`src/rtl/mlb_pkg.sv`:
```
// Shared constants, codes and types of the multi-LED blink controller.
// No dependencies; used by every module of the block by scoped names.
package mlb_pkg;

    localparam int unsigned NUM_LEDS = 4;
    localparam int unsigned TX_LED   = 0;
    localparam int unsigned RX_LED   = 1;

    localparam int unsigned LED_IW    = $clog2(NUM_LEDS);
    localparam int unsigned IDX_W     = 4;
    localparam int unsigned LED_SPACE = 2 ** IDX_W;
    localparam int unsigned MODE_W    = 3;
    localparam int unsigned TIME_W    = 16;
    localparam int unsigned CFG_IW    = 1;

    localparam int unsigned IN_DATA_W  = 40;
    localparam int unsigned IN_USER_W  = 1;
    localparam int unsigned OUT_DATA_W = 8;

    localparam logic [MODE_W-1:0] MODE_OFF  = 3'd1;
    localparam logic [MODE_W-1:0] MODE_ON   = 3'd2;
    localparam logic [MODE_W-1:0] MODE_FAST = 3'd3;
    localparam logic [MODE_W-1:0] MODE_SLOW = 3'd4;

    localparam logic [CFG_IW-1:0] CFG_FAST_PERIOD = 1'b0;
    localparam logic [CFG_IW-1:0] CFG_SLOW_PERIOD = 1'b1;

    localparam logic [TIME_W-1:0] FAST_PERIOD_RESET = 16'd50;
    localparam logic [TIME_W-1:0] SLOW_PERIOD_RESET = 16'd200;

    typedef enum logic [3:0] {
        ST_IDLE = 4'b0001,
        ST_SET  = 4'b0010,
        ST_TICK = 4'b0100,
        ST_DONE = 4'b1000
    } state_t;

    typedef struct packed {
        logic load;
        logic do_set;
        logic do_tick;
        logic load_out;
    } dp_cmd_t;

    typedef struct packed {
        logic last_led;
    } dp_status_t;

endpackage

```
`src/rtl/multi_led_blink_controller_unit.sv`:
```
// Top level of the multi-LED blink controller: channel packing and wiring.
// Depends on mlb_pkg, mlb_ctrl and mlb_datapath.
//
// Input stream (s_*): one item per transfer. s_tuser selects the operation:
// 0 sets the mode of one LED, 1 is a millisecond tick carrying now_ms.
// Result stream (m_*): exactly one transfer per input item, carrying the
// active-low level of the shared pin (lit when the TX or RX LED is lit).
// Configuration channel (cfg_*): writes the fast (index 0) and slow
// (index 1) blink periods; always ready, write only while idle.
//
// A set-mode item passes through the states SET and DONE, a tick through
// TICK, which sweeps the LED entries one per cycle through the single
// update unit, and then DONE. DONE loads the output register once it is
// free; a new item is taken only in IDLE, after the last has left DONE.
// The next item is taken while a result still waits on m_tready; its own
// result then holds until the output register frees.
// Reset clears all LED entries, loads periods 50 and 200, empties the output.
module multi_led_blink_controller_unit (
    input  logic                               aclk,
    input  logic                               aresetn,
    input  logic                               s_tvalid,
    output logic                               s_tready,
    // [3:0] led_index, [6:4] mode, [22:7] duration_ms, [38:23] now_ms, [39] zero
    input  logic [mlb_pkg::IN_DATA_W-1:0]      s_tdata,
    // [0] operation
    input  logic [mlb_pkg::IN_USER_W-1:0]      s_tuser,
    output logic                               m_tvalid,
    input  logic                               m_tready,
    // [0] pin_level, [7:1] zero
    output logic [mlb_pkg::OUT_DATA_W-1:0]     m_tdata,
    input  logic                               cfg_valid,
    output logic                               cfg_ready,
    input  logic [mlb_pkg::CFG_IW-1:0]         cfg_index,
    input  logic [mlb_pkg::TIME_W-1:0]         cfg_data
);

    mlb_pkg::dp_cmd_t    cmd;
    mlb_pkg::dp_status_t status;
    logic                pin_level;

    assign cfg_ready = 1'b1;
    assign m_tdata   = {(mlb_pkg::OUT_DATA_W - 1)'(0), pin_level};

    mlb_ctrl u_ctrl (
        .aclk        (aclk),
        .aresetn     (aresetn),
        .s_tvalid    (s_tvalid),
        .s_tready    (s_tready),
        .s_operation (s_tuser[0]),
        .m_tvalid    (m_tvalid),
        .m_tready    (m_tready),
        .cmd         (cmd),
        .status      (status)
    );

    mlb_datapath u_datapath (
        .aclk          (aclk),
        .aresetn       (aresetn),
        .cmd           (cmd),
        .status        (status),
        .s_led_index   (s_tdata[3:0]),
        .s_mode        (s_tdata[6:4]),
        .s_duration_ms (s_tdata[22:7]),
        .s_now_ms      (s_tdata[38:23]),
        .cfg_write     (cfg_valid && cfg_ready),
        .cfg_index     (cfg_index),
        .cfg_data      (cfg_data),
        .pin_level     (pin_level)
    );

endmodule

```
`src/rtl/mlb_ctrl.sv`:
```
// Sequencer of the blink controller: input acceptance, LED sweep, result handoff.
// Depends on mlb_pkg; drives the datapath through mlb_pkg::dp_cmd_t.
module mlb_ctrl (
    input  logic                 aclk,
    input  logic                 aresetn,
    input  logic                 s_tvalid,
    output logic                 s_tready,
    input  logic                 s_operation,
    output logic                 m_tvalid,
    input  logic                 m_tready,
    output mlb_pkg::dp_cmd_t     cmd,
    input  mlb_pkg::dp_status_t  status
);

    mlb_pkg::state_t state_reg, state_next;
    logic            m_tvalid_reg, m_tvalid_next;
    logic            accept;
    logic            slot_free;

    assign s_tready  = (state_reg == mlb_pkg::ST_IDLE);
    assign accept    = s_tvalid && s_tready;
    assign slot_free = !m_tvalid_reg || m_tready;
    assign m_tvalid  = m_tvalid_reg;

    always_comb begin
        state_next    = state_reg;
        m_tvalid_next = m_tvalid_reg && !m_tready;
        cmd           = '0;
        case (state_reg)
            mlb_pkg::ST_IDLE: begin
                if (accept) begin
                    cmd.load   = 1'b1;
                    state_next = s_operation ? mlb_pkg::ST_TICK : mlb_pkg::ST_SET;
                end
            end
            mlb_pkg::ST_SET: begin
                cmd.do_set = 1'b1;
                state_next = mlb_pkg::ST_DONE;
            end
            mlb_pkg::ST_TICK: begin
                cmd.do_tick = 1'b1;
                if (status.last_led) begin
                    state_next = mlb_pkg::ST_DONE;
                end
            end
            mlb_pkg::ST_DONE: begin
                if (slot_free) begin
                    cmd.load_out  = 1'b1;
                    m_tvalid_next = 1'b1;
                    state_next    = mlb_pkg::ST_IDLE;
                end
            end
            default: begin
                state_next = mlb_pkg::ST_IDLE;
            end
        endcase
    end

    always_ff @(posedge aclk) begin
        if (!aresetn) begin
            state_reg    <= mlb_pkg::ST_IDLE;
            m_tvalid_reg <= 1'b0;
        end else begin
            state_reg    <= state_next;
            m_tvalid_reg <= m_tvalid_next;
        end
    end

endmodule

```
`src/rtl/mlb_datapath.sv`:
```
// LED entry registers, period registers and the per-LED update logic.
// Depends on mlb_pkg; sequenced by mlb_ctrl through command and status structs.
module mlb_datapath (
    input  logic                                aclk,
    input  logic                                aresetn,
    input  mlb_pkg::dp_cmd_t                    cmd,
    output mlb_pkg::dp_status_t                 status,
    input  logic [mlb_pkg::IDX_W-1:0]           s_led_index,
    input  logic [mlb_pkg::MODE_W-1:0]          s_mode,
    input  logic [mlb_pkg::TIME_W-1:0]          s_duration_ms,
    input  logic [mlb_pkg::TIME_W-1:0]          s_now_ms,
    input  logic                                cfg_write,
    input  logic [mlb_pkg::CFG_IW-1:0]          cfg_index,
    input  logic [mlb_pkg::TIME_W-1:0]          cfg_data,
    output logic                                pin_level
);

    localparam int unsigned N  = mlb_pkg::NUM_LEDS;
    localparam int unsigned IW = mlb_pkg::LED_IW;
    localparam int unsigned TW = mlb_pkg::TIME_W;
    localparam int unsigned MW = mlb_pkg::MODE_W;

    logic [TW-1:0] fast_period_reg, slow_period_reg;

    logic [mlb_pkg::IDX_W-1:0] idx_cap_reg;
    logic [MW-1:0]             mode_cap_reg;
    logic [TW-1:0]             dur_cap_reg;
    logic [TW-1:0]             now_cap_reg;

    logic [MW-1:0] led_mode_reg [N];
    logic [TW-1:0] due_time_reg [N];
    logic [TW-1:0] period_reg   [N];
    logic [TW-1:0] end_time_reg [N];
    logic [N-1:0]  led_lit_reg;

    logic [IW-1:0] cnt_reg;
    logic          pin_reg;

    logic [IW-1:0] sel;
    logic          idx_ok;
    logic [MW-1:0] cur_mode, mode_next;
    logic [TW-1:0] cur_due, due_next;
    logic [TW-1:0] cur_per, per_next;
    logic [TW-1:0] cur_end, end_next;
    logic          cur_lit, lit_next;
    logic          wr;
    logic [TW-1:0] elapsed;
    logic [mlb_pkg::LED_SPACE-1:0] lit_ext;
    logic          pin_next;

    assign sel    = cmd.do_set ? idx_cap_reg[IW-1:0] : cnt_reg;
    assign idx_ok = (32'(idx_cap_reg) < N);

    assign cur_mode = led_mode_reg[sel];
    assign cur_due  = due_time_reg[sel];
    assign cur_per  = period_reg[sel];
    assign cur_end  = end_time_reg[sel];
    assign cur_lit  = led_lit_reg[sel];
    assign elapsed  = now_cap_reg - cur_due;

    assign status.last_led = (cnt_reg == IW'(N - 1));

    always_comb begin
        mode_next = cur_mode;
        due_next  = cur_due;
        per_next  = cur_per;
        end_next  = cur_end;
        lit_next  = cur_lit;
        wr        = 1'b0;
        if (cmd.do_set) begin
            wr        = idx_ok;
            mode_next = mode_cap_reg;
            if (cur_due == '0) begin
                due_next = now_cap_reg | TW'(1);
            end
            per_next = '0;
            end_next = dur_cap_reg;
            if (mode_cap_reg == mlb_pkg::MODE_FAST || mode_cap_reg == mlb_pkg::MODE_SLOW) begin
                per_next = (mode_cap_reg == mlb_pkg::MODE_FAST) ? fast_period_reg
                                                                : slow_period_reg;
                end_next = (dur_cap_reg != '0) ? ((now_cap_reg + dur_cap_reg) | TW'(1))
                                               : '0;
            end
        end else if (cmd.do_tick) begin
            if (cur_due != '0 && elapsed >= cur_per) begin
                wr = 1'b1;
                case (cur_mode)
                    mlb_pkg::MODE_OFF, mlb_pkg::MODE_ON: begin
                        lit_next = (cur_mode == mlb_pkg::MODE_ON);
                        due_next = '0;
                    end
                    mlb_pkg::MODE_FAST, mlb_pkg::MODE_SLOW: begin
                        lit_next = !cur_lit;
                        due_next = (cur_due + cur_per) | TW'(1);
                        if (cur_end != '0 && cur_end <= now_cap_reg) begin
                            mode_next = mlb_pkg::MODE_OFF;
                            per_next  = '0;
                            end_next  = '0;
                        end
                    end
                    default: begin
                        due_next = '0;
                    end
                endcase
            end
        end
    end

    assign lit_ext  = mlb_pkg::LED_SPACE'(led_lit_reg);
    assign pin_next = !(lit_ext[mlb_pkg::TX_LED] || lit_ext[mlb_pkg::RX_LED]);
    assign pin_level = pin_reg;

    always_ff @(posedge aclk) begin
        if (!aresetn) begin
            fast_period_reg <= mlb_pkg::FAST_PERIOD_RESET;
            slow_period_reg <= mlb_pkg::SLOW_PERIOD_RESET;
        end else if (cfg_write) begin
            case (cfg_index)
                mlb_pkg::CFG_FAST_PERIOD: fast_period_reg <= cfg_data;
                mlb_pkg::CFG_SLOW_PERIOD: slow_period_reg <= cfg_data;
                default: begin
                end
            endcase
        end
    end

    always_ff @(posedge aclk) begin
        if (cmd.load) begin
            idx_cap_reg  <= s_led_index;
            mode_cap_reg <= s_mode;
            dur_cap_reg  <= s_duration_ms;
            now_cap_reg  <= s_now_ms;
        end
        if (cmd.load_out) begin
            pin_reg <= pin_next;
        end
    end

    always_ff @(posedge aclk) begin
        if (!aresetn) begin
            cnt_reg <= '0;
        end else if (cmd.load) begin
            cnt_reg <= '0;
        end else if (cmd.do_tick) begin
            cnt_reg <= cnt_reg + IW'(1);
        end
    end

    always_ff @(posedge aclk) begin
        if (!aresetn) begin
            for (int i = 0; i < N; i++) begin
                led_mode_reg[i] <= '0;
                due_time_reg[i] <= '0;
                period_reg[i]   <= '0;
                end_time_reg[i] <= '0;
            end
            led_lit_reg <= '0;
        end else if (wr) begin
            led_mode_reg[sel] <= mode_next;
            due_time_reg[sel] <= due_next;
            period_reg[sel]   <= per_next;
            end_time_reg[sel] <= end_next;
            led_lit_reg[sel]  <= lit_next;
        end
    end

endmodule

```
`config.mk`:
```
export PLATFORM = sky130hd
export DESIGN_NAME = multi_led_blink_controller_unit
export DESIGN_NICKNAME = d
export VERILOG_FILES = /design/src/rtl/mlb_pkg.sv /design/src/rtl/multi_led_blink_controller_unit.sv /design/src/rtl/mlb_ctrl.sv /design/src/rtl/mlb_datapath.sv
export SDC_FILE = /design/constraint.sdc
export NUM_CORES = 1
export LEC_CHECK = 0
export ABC_CLOCK_PERIOD_IN_PS = 10500
export BUFFER_PORTS_ARGS = -buffer_cell sky130_fd_sc_hd__buf_2
export CAP_MARGIN = 10
export CORE_MARGIN = 4
export CORE_UTILIZATION = 50
export DETAILED_ROUTE_END_ITERATION = 16
export PLACE_DENSITY_LB_ADDON = 0.12
export SYNTH_ARGS = -nofsm -noshare
export SYNTH_HDL_FRONTEND = slang
export SYNTH_SLANG_ARGS = --single-unit
```
`constraint.sdc`:
```
create_clock -name aclk -period 10.5 [get_ports aclk]
set_input_delay 2.1 -clock aclk [delete_from_list [all_inputs] [get_ports aclk]]
set_output_delay 2.1 -clock aclk [all_outputs]
set_load 0.01 [all_outputs]
```
* After elaboration in Yosys (flattened, before gate mapping)
Memory sizes are Yosys's and may differ from the RTL's.
Index checks and enable logic that the tools add are counted.
** Word-level totals
- Register bits :: 83
- RAM bits :: 204
- Input bits :: 63
- Logic and storage cells :: 132
- Output and inout bits :: 11
- Memories :: 4
** Memories
- u_datapath.due_time_reg :: depth 4, width 16, read ports 1, clocked after memory_dff 0, wr ports 4, RTL line mlb_datapath.sv:31 : logic [TW-1:0] due_time_reg [N];
- u_datapath.end_time_reg :: depth 4, width 16, read ports 1, clocked after memory_dff 0, wr ports 4, RTL line mlb_datapath.sv:33 : logic [TW-1:0] end_time_reg [N];
- u_datapath.period_reg :: depth 4, width 16, read ports 1, clocked after memory_dff 0, wr ports 4, RTL line mlb_datapath.sv:32 : logic [TW-1:0] period_reg [N];
- u_datapath.led_mode_reg :: depth 4, width 3, read ports 1, clocked after memory_dff 0, wr ports 4, RTL line mlb_datapath.sv:30 : logic [MW-1:0] led_mode_reg [N];
** Operators by class
- Equal/unequal tests :: 14
- Reduce and logical (&&, ||, !) cells :: 26
- Multiplexer cells :: 66
- Order comparisons :: 5
- Add/sub/neg operators :: 4
- Bitwise logic cells :: 2
** Operators with widths (count)
- two-way mux 16 bit :: 22
- nonzero test 16 bit :: 3
- OR reduction 16 bit :: 3
- adder 16 bit :: 2
- two-way mux 1 bit :: 24
- two-way mux 3 bit :: 7
- >= comparator 16 bit :: 1
- less-or-equal comparator 16 bit :: 1
- logical NOT 16 bit :: 1
- one-hot mux 4 bit (4 select lines) :: 1
- subtractor 16 bit :: 1
- two-way mux 4 bit :: 3
- two-way mux 2 bit :: 5
- == test 3 x 2 -> 1 bit (second input constant) :: 3
- == test 3 bit (second input constant) :: 2
- OR reduction 2 bit :: 3
- logical AND 1 bit :: 5
- bitwise mux 4 bit :: 1
- == test 4 x 1 -> 1 bit (second input constant) :: 1
- == test 4 x 2 -> 1 bit (second input constant) :: 1
- == test 4 x 3 -> 1 bit (second input constant) :: 1
- == test 4 bit (second input constant) :: 1
- logical NOT 1 bit :: 4
- < comparator 4 x 3 -> 1 bit (second input constant) :: 1
- other kinds (15) :: 20

* Longest topological paths before layout
An unclocked memory read counts as a cell.
- Depth in word-level cells :: 15
- Mapped depth :: 28
- Gate-level depth less buffers :: 25

* By module
Synthesis repeated with hierarchy kept, for this count alone.
** Second synthesis, totals
- Cell total of the unflattened synthesis :: 1411
- Area, all modules :: 16244.3 sq um
** Modules (own cells, without submodules)
- mlb_datapath :: cells each 1374, times used 1, area an instance 15895.2 sq um, sequential area each 8087.8 sq um
- mlb_ctrl :: cells each 26, times used 1, area an instance 274.0 sq um, sequential area each 100.1 sq um
- multi_led_blink_controller_unit :: cells each 11, times used 1, area an instance 75.1 sq um, sequential area each 0.0 sq um

* Least setup slack after synthesis
OpenSTA, ideal clock, no wires.
- Path kind :: register to register
- Start :: register u_ctrl.state_reg[3]
- End :: memory u_datapath.due_time_reg[1][0] (netlist bit), enable pin
- Slack :: 0.882 ns
- Required time :: 9.967 ns
- Setup time :: 0.533 ns
- Arrival :: 9.085 ns
- Path buffers :: 1
- Cell stages (with the launch flop) :: 25
- Clock period less this slack :: 9.618 ns
- Cell sequence :: dfxtp_1 > buf_2 > nor4b_4 > mux2i_2 > mux4_2 > inv_1 > ha_1 > a21o_1 > nor2_1 > o31ai_1 > a31o_2 > a211oi_1 > o21ai_0 > a31o_2 > a21oi_1 > xnor2_1 > ha_1 > a21oi_1 > o21ai_0 > a31oi_1 > nor2_1 > o31a_1 > nand2_1 > and2_1 > o21ai_0
** RTL lines
- start: declaration :: RTL line mlb_ctrl.sv:15 : mlb_pkg::state_t state_reg, state_next;
- start signal: assignment :: RTL line mlb_ctrl.sv:61 : state_reg <= mlb_pkg::ST_IDLE;
- start signal: assignment :: RTL line mlb_ctrl.sv:64 : state_reg <= state_next;
- end: declaration :: RTL line mlb_datapath.sv:31

==> impl_metrics.env <==
export IMPL_gp_congestion=0.961
export IMPL_final_setup_skew_ns=0.0123
export IMPL_clk_latency_ns=0.57
export IMPL_syn_inst=1395
export IMPL_max_freq_ghz=0.120
export IMPL_worst_slew_pin_slew_ns=1.11
export IMPL_antenna_left=0
export IMPL_max_slew_margin_rel_pct=25.8
export IMPL_nets=1589
export IMPL_worst_r2r_startpoint="u_ctrl.state_reg[3]$_SDFFE_PN0P_"
export IMPL_min_path_cells=2
export IMPL_port_buffers=64
export IMPL_avgSynthCellArea_sq_um=11.2
export IMPL_hp_class="reg -> reg"
export IMPL_cp_end_kind="flop"
export IMPL_syn2layout_area_growth_pct=10.7
export IMPL_seq_power_share_pct=45.0
export IMPL_grt_first_pass_wirelength_mm=63.7
export IMPL_p_sw_mw=0.884
export IMPL_p_comb_share_pct=20.8
export IMPL_period_share_pct=79.5
export IMPL_clk_pin_slew_ns=0.06
export IMPL_critPathSlowestCell="mux2i_4"
export IMPL_p_sw_share_pct=29.1
export IMPL_synth_xor_area_share_pct=2.20
export IMPL_dp_cells=1811
export IMPL_status="complete, no violations"
export IMPL_overflow=0
export IMPL_cts_tree="yes"
export IMPL_cts_setup_buffers=0
export IMPL_setup_viol=0
export IMPL_reg2regPathDepth=27
export IMPL_h_tree_depth=1
export IMPL_yosysSeqAreaShare_pct=52.6
export IMPL_antenna_cells=0
export IMPL_yosys_warnings=0
export IMPL_ys_types=77
export IMPL_synth_area_leader_cell="edfxtp_1"
export IMPL_fin_cells=1865
export IMPL_rrSetupSlack_ns=2.15
export IMPL_cts_buffer_depth=3
export IMPL_ys_async_sr_fraction_pct=0
export IMPL_synth_flop_cell="edfxtp_1"
export IMPL_synth_top_area_share_pct=47.1
export IMPL_drv_cap=0
export IMPL_dp_slack_ns=2.26
export IMPL_synth_fa_ha_area_share_pct=6.42
export IMPL_power_mw=3.03
export IMPL_hold_buffers=0
export IMPL_slew_viol_final=0
export IMPL_synth_area_sq_um=15600
export IMPL_via_per_inst=5.96
export IMPL_p_per_area_nw_per_um2=176
export IMPL_clock_sinks=287
export IMPL_hold_viol=0
export IMPL_critPathArrivalTime_ns=8.78
export IMPL_power_leakage_nw=6.56
export IMPL_route_vias_total=11124
export IMPL_hold_start="u_datapath.fast_period_reg[14]$_SDFFE_PN0P_"
export IMPL_numCtsBuffers=31
export IMPL_rows=64
export IMPL_synth_edf_count=244
export IMPL_place_hpwl_mm=27.8
export IMPL_routed_wl_mm=41.7
export IMPL_fin_crit_ns=8.35
export IMPL_synth_top_family_by_area="simple AND/OR/NAND/NOR gates"
export IMPL_first_pass_iters=5
export IMPL_num_io_pins=74
export IMPL_grt_util_all_layers_pct=24.4
export IMPL_synth_mux_area_share_pct=7.72
export IMPL_setup_slack_ns=2.15
export IMPL_fp_dieH_um=184
export IMPL_worstPathRequired_ns=10.93
export IMPL_synth_simple_area_share_pct=14.1
export IMPL_crit_path_max_fanout=25
export IMPL_antenna_found_initial=0
export IMPL_power_frac_clock_pct=34.2
export IMPL_internal_power_mw=2.15
export IMPL_synth_compound_area_share_pct=12.7
export IMPL_grt_max_degree=53
export IMPL_drc=0
export IMPL_ctsResizeCount=0
export IMPL_routedWlPerCell_um=22.4
export IMPL_drive_gt1_share_pct=16.1
export IMPL_critPathMaxStageDelay_ns=0.71
export IMPL_fin_setup_tns_ns=0
export IMPL_worstHoldEndpoint="u_datapath.fast_period_reg[14]$_SDFFE_PN0P_"
export IMPL_r2r_end="u_datapath.period_reg[1][9]$_SDFFCE_PN0P_"
export IMPL_rsz0062_at_grt="no"
export IMPL_yosys_top_cells_area="edfxtp_1, mux4_2, ha_1, dfxtp_1, nor2_1"
export IMPL_initial_utilization_pct=50.7
export IMPL_initialDrtViolationCount=1053
export IMPL_peakVddDrop_mv=0.138
export IMPL_dieArea_sq_um=34000
export IMPL_critPathLaunchType="flop"
export IMPL_ys_seq_elements=287
export IMPL_grt_pass1_vias=10914
export IMPL_cts_root_buf="clkbuf_16"
export IMPL_nFillCells=2612
export IMPL_core_area_sq_um=30700
export IMPL_critical_path_class="reg -> reg"
export IMPL_die_x_um=184
how the worst max path moves through the flow:
| stage | from | endpoint | slack, ns | cells past startpoint |
|---|---|---|---|---|
| global route | u_ctrl.state_reg[3]$_SDFFE_PN0P_ | u_datapath.period_reg[1][12]$_SDFFCE_PN0P_ | 1.73 | 27 |
| detailed placement | u_ctrl.state_reg[3]$_SDFFE_PN0P_ | u_datapath.period_reg[1][9]$_SDFFCE_PN0P_ | 2.26 | 27 |
| CTS | u_ctrl.state_reg[3]$_SDFFE_PN0P_ | u_datapath.period_reg[1][9]$_SDFFCE_PN0P_ | 2.23 | 27 |
| floorplan | u_ctrl.state_reg[3]$_SDFFE_PN0P_ | u_datapath.due_time_reg[1][0]$_SDFFCE_PN0P_ | 0.88 | 24 |
| finish | u_ctrl.state_reg[3]$_SDFFE_PN0P_ | u_datapath.period_reg[1][9]$_SDFFCE_PN0P_ | 2.15 | 27 |
| global placement | u_ctrl.state_reg[3]$_SDFFE_PN0P_ | u_datapath.period_reg[1][9]$_SDFFCE_PN0P_ | 2.30 | 27 |
per-layer routing:
metal	vias up	GRT usage (%)	routed length (um)
li1	5209	-	-
met1	5491	35.0	18300
met2	351	39.5	19700
met3	73	3.63	2700
met4	0	6.03	1010
met5	-	0	0
layout by cell type (no fill, tap or decap), drive strengths merged, types with 7 or more instances in the layout:
master,count
a21o,18
buf,86
clkbuf,36
o21a,9
o21bai,8
inv,81
and2,15
xor2,9
a31oi,16
nor3,21
a21oi,92
nor4,14
nand2,138
nor2b,14
nand3,23
o22ai,11
a22oi,14
o31ai,8
o21ai,35
dfxtp,43
xnor2,30
clkinv,13
mux4,50
nor2,225
ha,75
nand2b,7
a21boi,30
conb,8
a211oi,10
edfxtp,244
Yosys cell counts, types with 4 or more instances:
cell	number
edfxtp_1	244
nor2_1	224
nand2_1	138
inv_1	79
ha_1	75
a21oi_1	68
mux4_2	50
dfxtp_1	43
clkbuf_1	41
o21ai_0	33
a21boi_0	30
xnor2_1	30
a21oi_2	24
nand3_1	23
nor3_1	20
a21o_1	18
and2_1	15
a31oi_1	14
nor2b_1	14
nor4_1	14
a22oi_1	13
buf_2	11
o22ai_1	11
buf_4	10
o21a_1	9
xor2_1	9
a211oi_1	8
o21bai_1	8
o31ai_1	8
nand2b_1	7
buf_1	6
nand4_1	6
or3_1	6
mux2i_1	5
o211ai_1	5
or2_2	5
and3_1	4
buf_6	4
kinds of logic (layout without fill, tap and decap cells):
kind of cell	after synthesis	in the layout
AOI/OAI and AO/OA	287	287
xor gates and xnor gates	39	39
adders and majority gates	78	78
buffers and inverters	152	220
DFF	287	287
muxes	57	57
other	2	8
and+or+nand+nor	493	493
layout make-up:
class,count,area (sq um),area share (%)
Clock buffer,36,795,4.61
Clock inverter,18,156,0.908
Inverter,80,300,1.74
Multi-Input combinational cell,962,6810,39.5
Sequential cell,287,8190,47.5
Tap cell,396,495,2.87
Timing Repair Buffer,86,485,2.82
stage by stage:
| stage | hold slack, ns | cell area [sq um] | util [%] |
|---|---|---|---|
| 2_1_floorplan | 0.440 | 15600 | - |
| 3_3_place_gp | 0.451 | 16300 | 53.1 |
| 3_5_place_dp | 0.459 | 16300 | 53.1 |
| 4_1_cts | 0.467 | 17200 | 56.2 |
| 5_1_grt | 0.487 | 17200 | 56.2 |
| 6_report | 0.465 | 17200 | 56.2 |
critical path: cells and delay by family (launching register included):
family / cells / cell delay (ns)
DFF: 1 / 0.40
buffers and inverters: 4 / 1.28
AOI/OAI and AO/OA: 12 / 2.70
xor gates and xnor gates: 1 / 0.09
muxes: 2 / 1.21
and+or+nand+nor: 6 / 1.95
adders and majority gates: 2 / 0.54
power groups by stage:
stage	sequential [mW]	combinational, mW	clock, mW
6_report	1.37	0.632	1.04
5_1_grt	1.37	0.698	1.10
4_1_cts	1.36	0.626	1.06
3_5_place_dp	1.39	0.622	0
3_3_place_gp	1.39	0.609	0
2_1_floorplan	1.36	0.465	0
Power figures use the tool's default switching activity.
